**src/bsm_pkg.sv**
```systemverilog
`timescale 1ns / 1ps
// Package with the item types, codes and constants of the bank switch mapper.
package bsm_pkg;

	localparam int BANK_REG_COUNT_DEF = 8;

	localparam logic [2:0] KIND_CPU_RD = 3'd0;
	localparam logic [2:0] KIND_CPU_WR = 3'd1;
	localparam logic [2:0] KIND_PAT_RD = 3'd2;
	localparam logic [2:0] KIND_PAT_WR = 3'd3;
	localparam logic [2:0] KIND_TICK   = 3'd4;

	localparam logic [1:0] TGT_NONE = 2'd0;
	localparam logic [1:0] TGT_PRG  = 2'd1;
	localparam logic [1:0] TGT_RAM  = 2'd2;
	localparam logic [1:0] TGT_CHR  = 2'd3;

	localparam logic [1:0] REG_PRG_BANK_COUNT = 2'd0;
	localparam logic [1:0] REG_CHR_IS_RAM     = 2'd1;
	localparam logic [1:0] REG_HEADER_MIRROR  = 2'd2;

	localparam logic [6:0] PRG_BANK_COUNT_RST = 7'd16;
	localparam logic [7:0] RAM_LOCK_MASK      = 8'hC0;

	typedef struct packed {
		logic [2:0]  kind;
		logic [15:0] address;
		logic [7:0]  write_data;
		logic        line_visible;
	} in_item_t;

	typedef struct packed {
		logic [1:0]  target;
		logic [18:0] memory_address;
		logic        write_enable;
		logic        irq_fire;
		logic        mirror_mode;
	} out_item_t;

endpackage

```
**src/bank_switch_mapper_with_scanline_irq_top.sv**
```systemverilog
`timescale 1ns / 1ps
// Top level of the cartridge bank mapper with its scanline interrupt counter.
// An accepted item's result is registered in the output register, or in the skid
// register during an output stall. Throughput: one item per cycle while the skid
// register is empty, so the two-entry output takes one more item while stalled.
// Reset: bank registers clear except R7 = 1, mode and IRQ state clear, and the
// configuration registers take their defaults (16 banks, CHR ROM, mirror 0).
module bank_switch_mapper_with_scanline_irq_top #(
	parameter int BANK_REG_COUNT = bsm_pkg::BANK_REG_COUNT_DEF
) (
	input  logic              clk,
	input  logic              arst_n,
	input  logic              in_valid,
	output logic              in_stall,
	input  bsm_pkg::in_item_t in_item,
	output logic              out_valid,
	input  logic              out_stall,
	output bsm_pkg::out_item_t out_item,
	input  logic              psel,
	input  logic              penable,
	input  logic              pwrite,
	input  logic [3:0]        paddr,
	input  logic [31:0]       pwdata,
	output logic [31:0]       prdata,
	output logic              pready
);
	import bsm_pkg::*;

	localparam int IDX_W = $clog2(BANK_REG_COUNT);

	logic [7:0]  bank_regs_q [BANK_REG_COUNT];
	logic [2:0]  bank_index_q;
	logic        prg_swap_q;
	logic        chr_swap_q;
	logic        mirror_q;
	logic        ram_locked_q;
	logic [7:0]  irq_reload_q;
	logic [7:0]  irq_count_q;
	logic        irq_armed_q;
	logic [6:0]  prg_bank_count_q;
	logic        chr_is_ram_q;
	logic        header_mirror_q;

	logic        out_valid_q;
	logic        skid_valid_q;
	out_item_t   out_item_q;
	out_item_t   skid_item_q;

	logic        accept;
	logic        out_free;
	logic        cfg_wr;
	out_item_t   result;

	logic        reg_wr;
	logic        odd;
	logic [5:0]  last_bank;
	logic [5:0]  second_bank;
	logic [5:0]  rom_bank;
	logic [2:0]  slot;
	logic [2:0]  chr_idx;
	logic [7:0]  chr_sel;
	logic [7:0]  chr_bank;
	logic        mirror_d;
	logic [7:0]  count_dec;

	assign pready   = 1'b1;
	assign cfg_wr   = psel && penable && pwrite;
	assign accept   = in_valid && !in_stall;
	assign out_free = !out_valid_q || !out_stall;
	assign in_stall = skid_valid_q;
	assign out_valid = out_valid_q;
	assign out_item  = out_item_q;

	always_comb begin
		unique case (paddr[3:2])
			REG_PRG_BANK_COUNT: prdata = {25'd0, prg_bank_count_q};
			REG_CHR_IS_RAM:     prdata = {31'd0, chr_is_ram_q};
			REG_HEADER_MIRROR:  prdata = {31'd0, header_mirror_q};
			default:            prdata = 32'd0;
		endcase
	end

	assign odd         = in_item.address[0];
	assign reg_wr      = (in_item.kind == KIND_CPU_WR) && in_item.address[15];
	assign last_bank   = prg_bank_count_q[5:0] - 6'd1;
	assign second_bank = prg_bank_count_q[5:0] - 6'd2;
	assign count_dec   = irq_count_q - 8'd1;

	always_comb begin
		case (in_item.address[14:13])
			2'b11:   rom_bank = last_bank;
			2'b10:   rom_bank = prg_swap_q ? bank_regs_q[6][5:0] : second_bank;
			2'b01:   rom_bank = bank_regs_q[7][5:0];
			default: rom_bank = prg_swap_q ? last_bank : bank_regs_q[6][5:0];
		endcase
	end

	assign slot    = in_item.address[12:10] ^ {chr_swap_q, 2'b00};
	assign chr_idx = slot[2] ? (slot - 3'd2) : {2'b00, slot[1]};
	assign chr_sel = bank_regs_q[chr_idx[IDX_W-1:0]];
	assign chr_bank = slot[2] ? chr_sel : {chr_sel[7:1], slot[0]};

	assign mirror_d = (reg_wr && in_item.address[14:13] == 2'b01 && !odd)
		? in_item.write_data[0] : mirror_q;

	always_comb begin
		result                = '0;
		result.mirror_mode    = mirror_d;
		case (in_item.kind)
			KIND_CPU_RD, KIND_CPU_WR: begin
				if (in_item.address[15:13] == 3'b011) begin
					result.target         = TGT_RAM;
					result.memory_address = {6'd0, in_item.address[12:0]};
					result.write_enable   = (in_item.kind == KIND_CPU_WR) && !ram_locked_q;
				end else if (in_item.address[15] && in_item.kind == KIND_CPU_RD) begin
					result.target         = TGT_PRG;
					result.memory_address = {rom_bank, in_item.address[12:0]};
				end
			end
			KIND_PAT_RD, KIND_PAT_WR: begin
				result.target         = TGT_CHR;
				result.memory_address = {1'b0, chr_bank, in_item.address[9:0]};
				result.write_enable   = (in_item.kind == KIND_PAT_WR) && chr_is_ram_q;
			end
			KIND_TICK: begin
				result.irq_fire = irq_armed_q && in_item.line_visible
					&& (irq_count_q != 8'd0) && (count_dec == 8'd0);
			end
			default: ;
		endcase
	end

	always_ff @(posedge clk or negedge arst_n) begin
		if (!arst_n) begin
			for (int i = 0; i < BANK_REG_COUNT; i++) begin
				bank_regs_q[i] <= (i == 7) ? 8'd1 : 8'd0;
			end
			bank_index_q     <= '0;
			prg_swap_q       <= 1'b0;
			chr_swap_q       <= 1'b0;
			mirror_q         <= 1'b0;
			ram_locked_q     <= 1'b0;
			irq_reload_q     <= '0;
			irq_count_q      <= '0;
			irq_armed_q      <= 1'b0;
			prg_bank_count_q <= PRG_BANK_COUNT_RST;
			chr_is_ram_q     <= 1'b0;
			header_mirror_q  <= 1'b0;
		end else begin
			if (accept) begin
				mirror_q <= mirror_d;
				if (reg_wr) begin
					case (in_item.address[14:13])
						2'b00: begin
							if (!odd) begin
								bank_index_q <= in_item.write_data[2:0];
								prg_swap_q   <= in_item.write_data[6];
								chr_swap_q   <= in_item.write_data[7];
							end else begin
								bank_regs_q[bank_index_q[IDX_W-1:0]] <= in_item.write_data;
							end
						end
						2'b01: begin
							if (odd) begin
								ram_locked_q <= (in_item.write_data & RAM_LOCK_MASK) != 8'd0;
							end
						end
						2'b10: begin
							if (!odd) begin
								irq_reload_q <= in_item.write_data;
							end else begin
								irq_count_q <= '0;
							end
						end
						default: irq_armed_q <= odd;
					endcase
				end
				if (in_item.kind == KIND_TICK && irq_armed_q && in_item.line_visible) begin
					irq_count_q <= (irq_count_q == 8'd0) ? irq_reload_q : count_dec;
				end
			end
			if (cfg_wr) begin
				unique case (paddr[3:2])
					REG_PRG_BANK_COUNT: prg_bank_count_q <= pwdata[6:0];
					REG_CHR_IS_RAM:     chr_is_ram_q     <= pwdata[0];
					REG_HEADER_MIRROR: begin
						header_mirror_q <= pwdata[0];
						mirror_q        <= pwdata[0];
					end
					default: ;
				endcase
			end
		end
	end

	always_ff @(posedge clk or negedge arst_n) begin
		if (!arst_n) begin
			out_valid_q  <= 1'b0;
			skid_valid_q <= 1'b0;
		end else begin
			if (out_free) begin
				if (skid_valid_q) begin
					out_valid_q  <= 1'b1;
					skid_valid_q <= 1'b0;
				end else begin
					out_valid_q <= accept;
				end
			end else if (accept) begin
				skid_valid_q <= 1'b1;
			end
		end
	end

	always_ff @(posedge clk) begin
		if (out_free) begin
			if (skid_valid_q) begin
				out_item_q <= skid_item_q;
			end else if (accept) begin
				out_item_q <= result;
			end
		end else if (accept) begin
			skid_item_q <= result;
		end
	end

	a_skid_implies_out: assert property (@(posedge clk) disable iff (!arst_n)
		skid_valid_q |-> out_valid_q)
		else $error("Skid register holds an item while the output register is empty.");

	a_skid_only_on_stall: assert property (@(posedge clk) disable iff (!arst_n)
		$rose(skid_valid_q) |-> $past(out_valid_q && out_stall))
		else $error("Skid register filled without an output stall.");

	a_fire_no_target: assert property (@(posedge clk) disable iff (!arst_n)
		(out_valid_q && out_item_q.irq_fire) |-> (out_item_q.target == TGT_NONE))
		else $error("IRQ pulse reported with a memory target.");

	a_we_has_target: assert property (@(posedge clk) disable iff (!arst_n)
		(out_valid_q && out_item_q.write_enable) |->
			(out_item_q.target == TGT_RAM || out_item_q.target == TGT_CHR))
		else $error("Write enable raised for a target that cannot be written.");

endmodule

```
**config.mk**
```make
export PLATFORM = sky130hd
export DESIGN_NAME = bank_switch_mapper_with_scanline_irq_top
export DESIGN_NICKNAME = d
export VERILOG_FILES = /design/src/bsm_pkg.sv /design/src/bank_switch_mapper_with_scanline_irq_top.sv
export SDC_FILE = /design/constraint.sdc
export NUM_CORES = 1
export LEC_CHECK = 0
export BUFFER_PORTS_ARGS = -buffer_cell sky130_fd_sc_hd__clkbuf_2
export CORE_MARGIN = 2
export CORE_UTILIZATION = 56
export DETAILED_ROUTE_END_ITERATION = 8
export PLACE_DENSITY = 0.8
export RECOVER_POWER = 50
export SYNTH_ARGS = -nofsm -noshare
export SYNTH_HDL_FRONTEND = slang
export SYNTH_SLANG_ARGS = --single-unit
```
**constraint.sdc**
```tcl
create_clock -name clk -period 3.4 [get_ports clk]
set_input_delay 1.02 -clock clk [delete_from_list [all_inputs] [get_ports clk]]
set_output_delay 1.02 -clock clk [all_outputs]
set_load 0.01 [all_outputs]
```
# == Word level (Yosys, flattened, before mapping) ==
# Index checks and enable logic that the tools add are counted.
# W data, S select, Z words.
# classes
addsub,4
n_lt_le_gt_ge,3
eq_ne,10
mux,31
bitwise_logic,6
n_reduce_logical,47
# ops
cell,count
$bwmux W64,1
$mux W8,8
$mux W24,2
$pmux W22 S2,1
$bmux W8 S3,1
$demux W8 S3,1
$mux W21,1
$pmux W7 S3,1
$mux W20,1
$reduce_and A4 Y1,5
$pmux W6 S3,1
$logic_not A8 Y1,2
$reduce_bool A8 Y1,2
$logic_and A1 B1 Y1,15
$mux W6,2
$mux W1,10
$reduce_and A2 Y1,5
$reduce_bool A2 Y1,5
$eq A3 B2 Y1 const B,3
$ge A4 B4 Y1 const B,2
$not A3 Y4,2
$sub A8 B1 Y8 const B,1
$eq A2 B2 Y1 const B,3
$sub A6 B1 Y6 const B,1
other kinds (16),25
# word_totals
regBits,147
inputBits,71
output_inout_bits,59

# == Longest topological paths before layout ==
# Gate-level depths: netlist of run 1.
# depth
word_depth,11
mapped_depth,8
mapped_depth_nobuf,7

# == Worst setup path before layout of run 1 ==
# No wires, ideal clock.
# synth_path
path_type,input -> register
startpoint,input in_valid
endpoint,"register out_item_q, in the netlist out_item[0] (enable)"
t_arrival_ns,2.294
required_ns,2.987
slack_ns,0.693
cell_stages,2
n_path_buf,0
path_cell_list,nor2_1 > a21oi_1
# synth_via
elab_chain_cells,3
# synth_rtl
item,line_no,text
"start, declared",bank_switch_mapper_with_scanline_irq_top.sv:13,"input logic in_valid,"
$logic_and A1 B1 Y1,bank_switch_mapper_with_scanline_irq_top.sv:68,assign accept = in_valid && !in_stall;
$reduce_bool A2 Y1 (no line),--,
$reduce_and A2 Y1 (no line),--,
"end signal, assigned",bank_switch_mapper_with_scanline_irq_top.sv:217,out_item_q <= skid_item_q;
"end signal, assigned",bank_switch_mapper_with_scanline_irq_top.sv:219,out_item_q <= result;
"end, declared",bank_switch_mapper_with_scanline_irq_top.sv:46,out_item_t out_item_q;
# Every way passes these cells.
# A chain may end at the register's enable or synchronous reset.

==> impl_metrics.ini, run 1 <==
[setup_path]
r2r.worst_path.cells = 7
arrival_ns = 2.86
slowest_delay_ns = 0.58
cp_data_required_time_ns = 3.58
crit_type = in -> reg
crit_chain = clkbuf_2 > mux4_2 > nand2_1 > o21ai_0 > a22o_1 > mux2_2
endpoint_kind = flip-flop
cp_slowest_cell = mux4_2
crit_path_start_kind = input port
path_delay_family = multiplexers
cp_num_buf_inv = 1
path_depth = 6
worstPathMaxFanout = 17

[timing]
tns_ns = 0
worstMarginPinSlew_ns = 1.23
max-slew-margin-rel_pct = 18.0
rsz0062_at_grt = no
setup_violations = 0
hold_viol = 0
period_share_pct = 79.1
fin_worst_skew_ns = 0.00642
max_freq_ghz = 0.372
min_period_ns = 2.69
finalWorstSetupSlack_ns = 0.712
slew_viol_final = 0

[place]
hpwl_um = 10700
pre_cts_ws_ns = 0.287
gp_congestion = 0.888
portBuffers = 76

[synthesis]
syn_area_per_cell_um2 = 12.4
yosysTopAreaCellShare_pct = 31.5
synth_edf_count = 48
syn_inst = 582
netlist_area_um2 = 7230
ys_seq_area_share_pct = 52.1
synth_seq_cells = 141
yosysUniqueCellTypes = 68
synth-main-ff-cell = dfrtp_1
synth-async-reset-ratio_pct = 66.0
yosysTopAreaCell = dfrtp_1
yosys_warnings = 0
synth_area_leaders = dfrtp_1 (31%), edfxtp_1 (20%), mux2_2 (17%)

[clock_network]
cts_tree = done
cts_sinks = 141
cts_root_buffer = clkbuf_16
cts.reportedPaths.clkPinSlew_ns = 0.06
cts_setup_buffers = 0
cts_hold_buffers = 0
ctsLongestPathBuffers = 2
worstSkewPairLatency_ns = 0.42
cts_made_buffers = 17
h-tree-depth = 4
post_cts_resized = 0

[floorplan]
start_util_pct = 57.3
core_area_um2 = 12600
die_h_um = 118
row_count = 41
die_area_um2 = 13800
dieWidth_um = 118
io-pin-count = 130

[power_and_ir_drop]
comb_power_share_pct = 14.7
power.internal_mw = 3.24
swShare_pct = 26.0
fin_total_pwr_mw = 4.37
power_frac_seq_pct = 45.2
switchingPower_mw = 1.14
power_density_nw_per_um2 = 535
power_leakage_nw = 3.66
peakVddDrop_uv = 450
pwr-share-clk_pct = 40.1

[detailed_routing]
ant_nets = 0
drc = 0
dr.pass1.iters = 5
routed_wl_um = 15300
routed_via_density = 5.76
dr_total_vias = 4829
wire_per_inst_um = 18.2
first_iter_violations = 430

[hold_path]
min_path_type = reg -> reg
min_path_cells = 1

[finish]
fin_nets = 731
utilization_pct = 64.8
drive_gt1_share_pct = 35.2
num_antenna_cells = 0
synthToLayoutAreaGrowth_pct = 13.0

[global_route]
antenna_found_initial = 0
grt_pass1_vias = 4804
grt_use_total_pct = 22.8
overflow = 0
grt_max_degree = 51
grt_pass1_wl_um = 24900

[run_status]
outcome = finished clean

[run]
cap_violations = 0
## final cells by class
type | instances | area, um2
Fill cell | 981 | 4450
Sequential cell | 141 | 3770
Multi-Input combinational cell | 397 | 3170
Clock buffer | 22 | 454
Timing Repair Buffer | 85 | 420
Tap cell | 172 | 215
Clock inverter | 10 | 98.8
Inverter | 12 | 45.0
## kinds of logic (layout without fill, tap and decap cells)
family,after synthesis,count (layout),share of synthesized area (%)
flops,141,141,52.1
xor+xnor,8,8,0.969
other cells,2,26,0.104
simple gates,142,142,12.1
buf+inv,68,129,5.24
mux,129,129,21.0
compound gates,86,86,7.40
fa+ha+maj,6,6,1.04
## placed cells by master, fill, tap and decap left out, drive strengths merged, types with 10 or more instances in the layout
cell type / instances
nand2b: 11
clkbuf: 100
nor3: 13
o21ai: 33
dfrtp: 91
mux2: 112
mux2i: 10
conb: 26
nand2: 32
and2: 17
edfxtp: 48
nor2: 25
inv: 12
a21oi: 23
## path summary, 6_finish.rpt
kind,from,end,slack (ns)
worst max-delay path,in_item[19],out_item[20]$_DFFE_PP_,0.71
worst min-delay path,bank_regs_q[18]$_DFFE_PN0P_,bank_regs_q[18]$_DFFE_PN0P_,0.50
worst max register to register,prg_bank_count_q[0]$_DFFE_PN0P_,out_item[18]$_DFFE_PP_,0.88
worst min register to register,bank_regs_q[18]$_DFFE_PN0P_,bank_regs_q[18]$_DFFE_PN0P_,0.50
max in group asynchronous,arst_n,bank_regs_q[8]$_DFFE_PN0P_,0.80
min in group asynchronous,arst_n,bank_regs_q[46]$_DFFE_PN0P_,0.85
## power by group through the flow
stage               Clock [mW]  Combinational [mW]  Sequential (mW)
floorplan                    0               0.480             1.98
global placement             0               0.615             2.00
detailed placement           0               0.643             2.00
CTS                       1.77               0.649             1.97
global route              1.85               0.704             1.99
finish                    1.75               0.640             1.98
## state kept, by name, summed over array words and instances (netlist names), 3 cells and up
| register | cells |
|---|---|
| out_item | 24 |
| prg_bank_count_q | 7 |
| skid_item_q | 24 |
| irq_reload_q | 8 |
| irq_count_q | 8 |
| bank_regs_q | 58 |
| bank_index_q | 3 |
## cells in the mapped netlist, types with 5 or more instances
library cell  count
mux2_2          112
ha_1              6
nor3_1            9
nand2b_1         11
nor3b_1           7
and2_1           16
inv_1            12
o21ai_0          32
buf_4            26
nand2_1          29
edfxtp_1         48
a21oi_1          23
mux2i_1          10
mux4_2            7
buf_1             5
nor2b_1           6
clkbuf_1         19
nor2_1           23
dfrtp_1          91
## per-layer routing
metal	vias up	track usage [%]	part of all wire [%]
met1	2401	29.8	42
li1	2215	-	-
met3	16	6.40	6.5
met5	-	0	0
met4	0	6.02	1.1
met2	197	37.7	50
## metrics by stage
step	hold WS [ns]	cells	area (um2)
floorplan	0.465	606	7320
global placement	0.482	807	7670
detailed placement	0.490	807	7670
CTS	0.505	839	8230
global route	0.517	839	8170
finish	0.500	839	8170
No activity file was read; power rests on OpenSTA's default activity.
==> inputs of run 2 (changes only) <==
- ABC_AREA: not set -> 1
- CORE_UTILIZATION: 56 -> 51
- PLACE_DENSITY: 0.8 -> 0.77
- clock period: 3.4 -> 2.38 ns (I/O delays scaled with it)
==> impl_metrics.ini, run 2 <==
[power_and_ir_drop]
pwr-share-clk_pct = 43.5
switchingPower_mw = 1.61
peakVddDrop_uv = 446
power_frac_seq_pct = 43.8
power.internal_mw = 4.72
power_density_nw_per_um2 = 761
swShare_pct = 25.4
comb_power_share_pct = 12.7
power_leakage_nw = 4.08

[finish]
mostFrequentLayoutCell = nand2_1
multi_input_area_um2 = 2780
synthToLayoutAreaGrowth_pct = 16.4
largest_reg_flops = 58
largest_register = bank_regs_q
fin_nets = 1006
final_cell_mix = nand2_1 (254), dfrtp_1 (91), inv_1 (84)
utilization_pct = 60.4
drive_gt1_share_pct = 17.2
n_fill_cell = 1210
num_antenna_cells = 0
register_area_um2 = 3770

[synthesis]
yosysTopAreaCellShare_pct = 31.9
synth_seq_cells = 141
yosysTopAreaCell = dfrtp_1
yosysUniqueCellTypes = 41
syn_area_per_cell_um2 = 8.55
synth_area_leaders = dfrtp_1 (32%), edfxtp_1 (20%), nand2_1 (13%)
ys_seq_area_share_pct = 52.8
synth-async-reset-ratio_pct = 66.0
yosys_warnings = 0
synth_edf_count = 48
synth-main-ff-cell = dfrtp_1
syn_inst = 836
synth_common_cells = nand2_1 (254), dfrtp_1 (91), inv_1 (84)
synth.most_common_cell = nand2_1
netlist_area_um2 = 7150

[place]
gp_congestion = 0.919
portBuffers = 76
hpwl_um = 11400

[clock_network]
cts_hold_buffers = 0
cts_setup_buffers = 0
cts_sinks = 141
cts_made_buffers = 17
h-tree-depth = 4
cts_root_buffer = clkbuf_16
cts_tree = done
post_cts_resized = 0
ctsLongestPathBuffers = 2
cts.reportedPaths.clkPinSlew_ns = 0.06
worstSkewPairLatency_ns = 0.42

[setup_path]
r2r_start = in_stall$_DFFE_PN0P_
cp_data_required_time_ns = 1.67
endpoint_kind = primary output
worstPathMaxFanout = 3
arrival_ns = 1.48
r2r.worst_path.cells = 3
crit_type = in -> out
crit-reg2reg-capture = out_item[19]$_DFFE_PP_
crit_path_start_kind = input port
r2r_slack_ns = 0.40

[timing]
hold_viol = 0
setup_violations = 0
slew_viol_final = 0
tns_ns = 0
min_period_ns = 2.20
fin_worst_skew_ns = 0.00727
worstMarginPinSlew_ns = 1.50
max-slew-margin-rel_pct = 0.299
max_freq_ghz = 0.455
rsz0062_at_grt = no
period_share_pct = 92.3

[global_route]
grt_max_degree = 43
grt_use_total_pct = 22.6
grt_pass1_wl_um = 26000
antenna_found_initial = 0
grt_pass1_vias = 5259
overflow = 0

[floorplan]
dieWidth_um = 122
row_count = 43
die_area_um2 = 15000
core_area_um2 = 13800
io-pin-count = 130
start_util_pct = 51.9
die_h_um = 122

[hold_path]
worst_hold_path.endpoint = bank_regs_q[41]$_DFFE_PN0P_
min_path_cells = 2
min_path_type = reg -> reg
hold_start = bank_regs_q[41]$_DFFE_PN0P_

[detailed_routing]
ant_nets = 0
first_iter_violations = 499
dr.pass1.iters = 5
wire_per_inst_um = 14.2
routed_wl_um = 16000
drc = 0
dr_total_vias = 5778
routed_via_density = 5.15

[run_status]
outcome = finished with violations
violations = max-capacitance violations

[run]
cap_violations = 1
## run 2: final cells by class
cell class / instances / area share, %
clock buffers: 24 / 6.32
repair buffers: 99 / 6.92
flip-flops and latches: 141 / 45.3
multi-input cells: 580 / 33.4
well taps: 180 / 2.71
inverters: 90 / 4.08
clock inverters: 8 / 1.22
## run 2: through the flow
step	setup WS [ns]	area (um2)	std cells	total power, mW	hold WS (ns)
after floorplan	0.101	7240	860	3.34	0.418
after global placement	0.0719	7710	1090	3.60	0.463
after detailed placement	0.0439	7710	1090	3.62	0.468
after CTS	0.185	8340	1122	6.36	0.208
after global routing	0.0859	8320	1122	6.61	0.508
final	0.184	8320	1122	6.33	0.480
## run 2: power by group through the flow
stage,logic (mW),registers [mW],clock network [mW]
floorplan,0.522,2.82,0
global placement,0.790,2.81,0
detailed placement,0.807,2.82,0
CTS,0.812,2.77,2.78
global route,0.915,2.79,2.90
finish,0.803,2.77,2.75
## run 2: worst max path at each step
stage | startpoint | end | slack [ns]
finish | paddr[3] | prdata[0] | 0.18
global route | paddr[3] | prdata[0] | 0.09
CTS | paddr[3] | prdata[0] | 0.18
detailed placement | in_item[21] | out_item[13]$_DFFE_PP_ | 0.04
global placement | in_item[21] | out_item[13]$_DFFE_PP_ | 0.07
floorplan | in_valid | skid_item_q[0]$_DFFE_PP_ | 0.10
## run 2: logic make-up (layout without fill, tap and decap cells)
kind of cell	Yosys count	in the layout	synth area share [%]
adder cells (fa/ha/maj)	6	6	1.05
AND/OR/NAND/NOR	387	387	23.3
XOR/XNOR	8	8	0.981
AO/OA/AOI/OAI	153	153	12.1
buffers and inverters	139	221	9.65
flip-flops	141	141	52.8
other	2	26	0.105
## run 2: routing by layer
metal / vias up / GRT usage [%] / wire length, um
li1: 2866 / - / -
met1: 2683 / 31.5 / 7250
met2: 201 / 34.4 / 7400
met3: 28 / 4.97 / 959
met4: 0 / 9.05 / 378
met5: - / 0 / 0
## run 2: worst max-delay path, stage by stage
cell	delay [ns]
clkbuf_1	0.09
inv_1	0.06
or2_2	0.30
o221ai_1	0.16
clkbuf_2	0.16
==> inputs of run 3 (changes only) <==
==> constraint.sdc (replaced) <==
create_clock -name clk -period 2.38 [get_ports clk]
set_input_delay 0.714 -clock clk [delete_from_list [all_inputs] [get_ports clk]]
set_output_delay 0.714 -clock clk [all_outputs]
set_load 0.005 [all_outputs]
==> impl_metrics.ini, run 3 (synthesis results as in run 2) <==
[floorplan]
row_count = 43
core_area_um2 = 13800
dieWidth_um = 122
die_area_um2 = 15000
die_h_um = 122
start_util_pct = 51.9
io-pin-count = 130

[setup_path]
critical_path.endpoint = prdata[0]
cp_data_required_time_ns = 1.67
cp-startpoint = paddr[3]
r2r_slack_ns = 0.41
r2r_start = in_stall$_DFFE_PN0P_
worstPathMaxFanout = 3
crit_type = in -> out
arrival_ns = 1.48
r2r.worst_path.cells = 3
endpoint_kind = primary output
crit-reg2reg-capture = out_item[14]$_DFFE_PP_
crit_path_start_kind = input port

[finish]
mostFrequentLayoutCell = nand2_1
final_area_um2 = 8280
largest_reg_flops = 58
final_cell_mix = nand2_1 (255), dfrtp_1 (91), inv_1 (84)
drive_gt1_share_pct = 17.1
synthToLayoutAreaGrowth_pct = 15.8
num_antenna_cells = 0
largest_register = bank_regs_q
utilization_pct = 60.1
n_fill_cell = 1194
fin_nets = 1002

[timing]
hold_viol = 0
tns_ns = 0
max_freq_ghz = 0.457
rsz0062_at_grt = no
period_share_pct = 92.0
max-slew-margin-rel_pct = -24.1
min_period_ns = 2.19
fin_worst_skew_ns = 0.00695
slew_viol_final = 30
worstMarginPinSlew_ns = 1.86
setup_violations = 0

[run]
cap_violations = 1

[clock_network]
cts.reportedPaths.clkPinSlew_ns = 0.06
ctsLongestPathBuffers = 2
worstSkewPairLatency_ns = 0.43
cts_made_buffers = 17
cts_setup_buffers = 0
cts_tree = done
h-tree-depth = 4
post_cts_resized = 0
cts_sinks = 141
cts_hold_buffers = 0
cts_root_buffer = clkbuf_16

[global_route]
antenna_found_initial = 0
grt_pass1_wl_um = 26700
grt_pass1_vias = 5457
grt_use_total_pct = 23.3
overflow = 0
grt_max_degree = 38

[hold_path]
min_path_type = reg -> reg

[detailed_routing]
routed_wl_um = 16400
dr_total_vias = 5823
routed_via_density = 5.21
first_iter_violations = 467
ant_nets = 0
dr.pass1.iters = 5
wire_per_inst_um = 14.7
drc = 0

[power_and_ir_drop]
swShare_pct = 25.6
comb_power_share_pct = 12.3
peakVddDrop_uv = 568
power_frac_seq_pct = 44.3
pwr-share-clk_pct = 43.4
power_leakage_nw = 4.08
switchingPower_mw = 1.60
power_density_nw_per_um2 = 757
power.internal_mw = 4.66

[place]
gp_congestion = 0.914
hpwl_um = 11500
placed_area_um2 = 7680
portBuffers = 76

[run_status]
violations = max-capacitance violations, max-slew violations
outcome = finished with violations
[run 3: worst max-delay path: stages]
cell	delay, ns
clkbuf_1	0.09
inv_1	0.06
or2_2	0.30
o221ai_1	0.16
clkbuf_2	0.14
[run 3: routing by layer]
layer / GRT usage, % / part of all wire (%) / up-vias
met5: 0 / 0 / -
li1: - / - / 2847
met1: 31.8 / 45 / 2729
met3: 4.51 / 5.9 / 32
met4: 9.41 / 2.3 / 0
met2: 36.6 / 47 / 215
[run 3: cell type report]
type	instances	area [um2]	area share [%]
flip-flops and latches	141	3770	45.6
multi-input cells	580	2780	33.6
clock buffers	25	548	6.62
repair buffers	95	546	6.59
inverters	90	339	4.10
well taps	180	225	2.72
clock inverters	7	68.8	0.831
[run 3: how the worst min path moves through the flow]
stage	start	endpoint	slack [ns]	cells past startpoint
floorplan	arst_n	bank_index_q[0]$_DFFE_PN0P_	0.42	0
global placement	bank_regs_q[0]$_DFFE_PN1P_	bank_regs_q[0]$_DFFE_PN1P_	0.46	2
detailed placement	bank_regs_q[42]$_DFFE_PN0P_	bank_regs_q[42]$_DFFE_PN0P_	0.47	2
CTS	arst_n	bank_regs_q[59]$_DFFE_PN0P_	0.23	1
global route	bank_regs_q[42]$_DFFE_PN0P_	bank_regs_q[42]$_DFFE_PN0P_	0.51	2
finish	bank_regs_q[61]$_DFFE_PN0P_	bank_regs_q[61]$_DFFE_PN0P_	0.48	2
[run 3: power by group through the flow]
stage | combinational, mW | sequential (mW) | clock (mW)
global route | 0.881 | 2.79 | 2.84
CTS | 0.775 | 2.77 | 2.74
floorplan | 0.507 | 2.80 | 0
finish | 0.770 | 2.77 | 2.72
global placement | 0.752 | 2.81 | 0
detailed placement | 0.768 | 2.82 | 0
[run 3: metrics by stage]
step                instances  total power, mW  worst slack (ns)  hold WS [ns]
floorplan                 860             3.31             0.101         0.418
global placement         1086             3.56             0.152         0.461
detailed placement       1086             3.58             0.121         0.468
CTS                      1118             6.29             0.207         0.235
global route             1118             6.51             0.130         0.506
finish                   1118             6.26             0.190         0.482
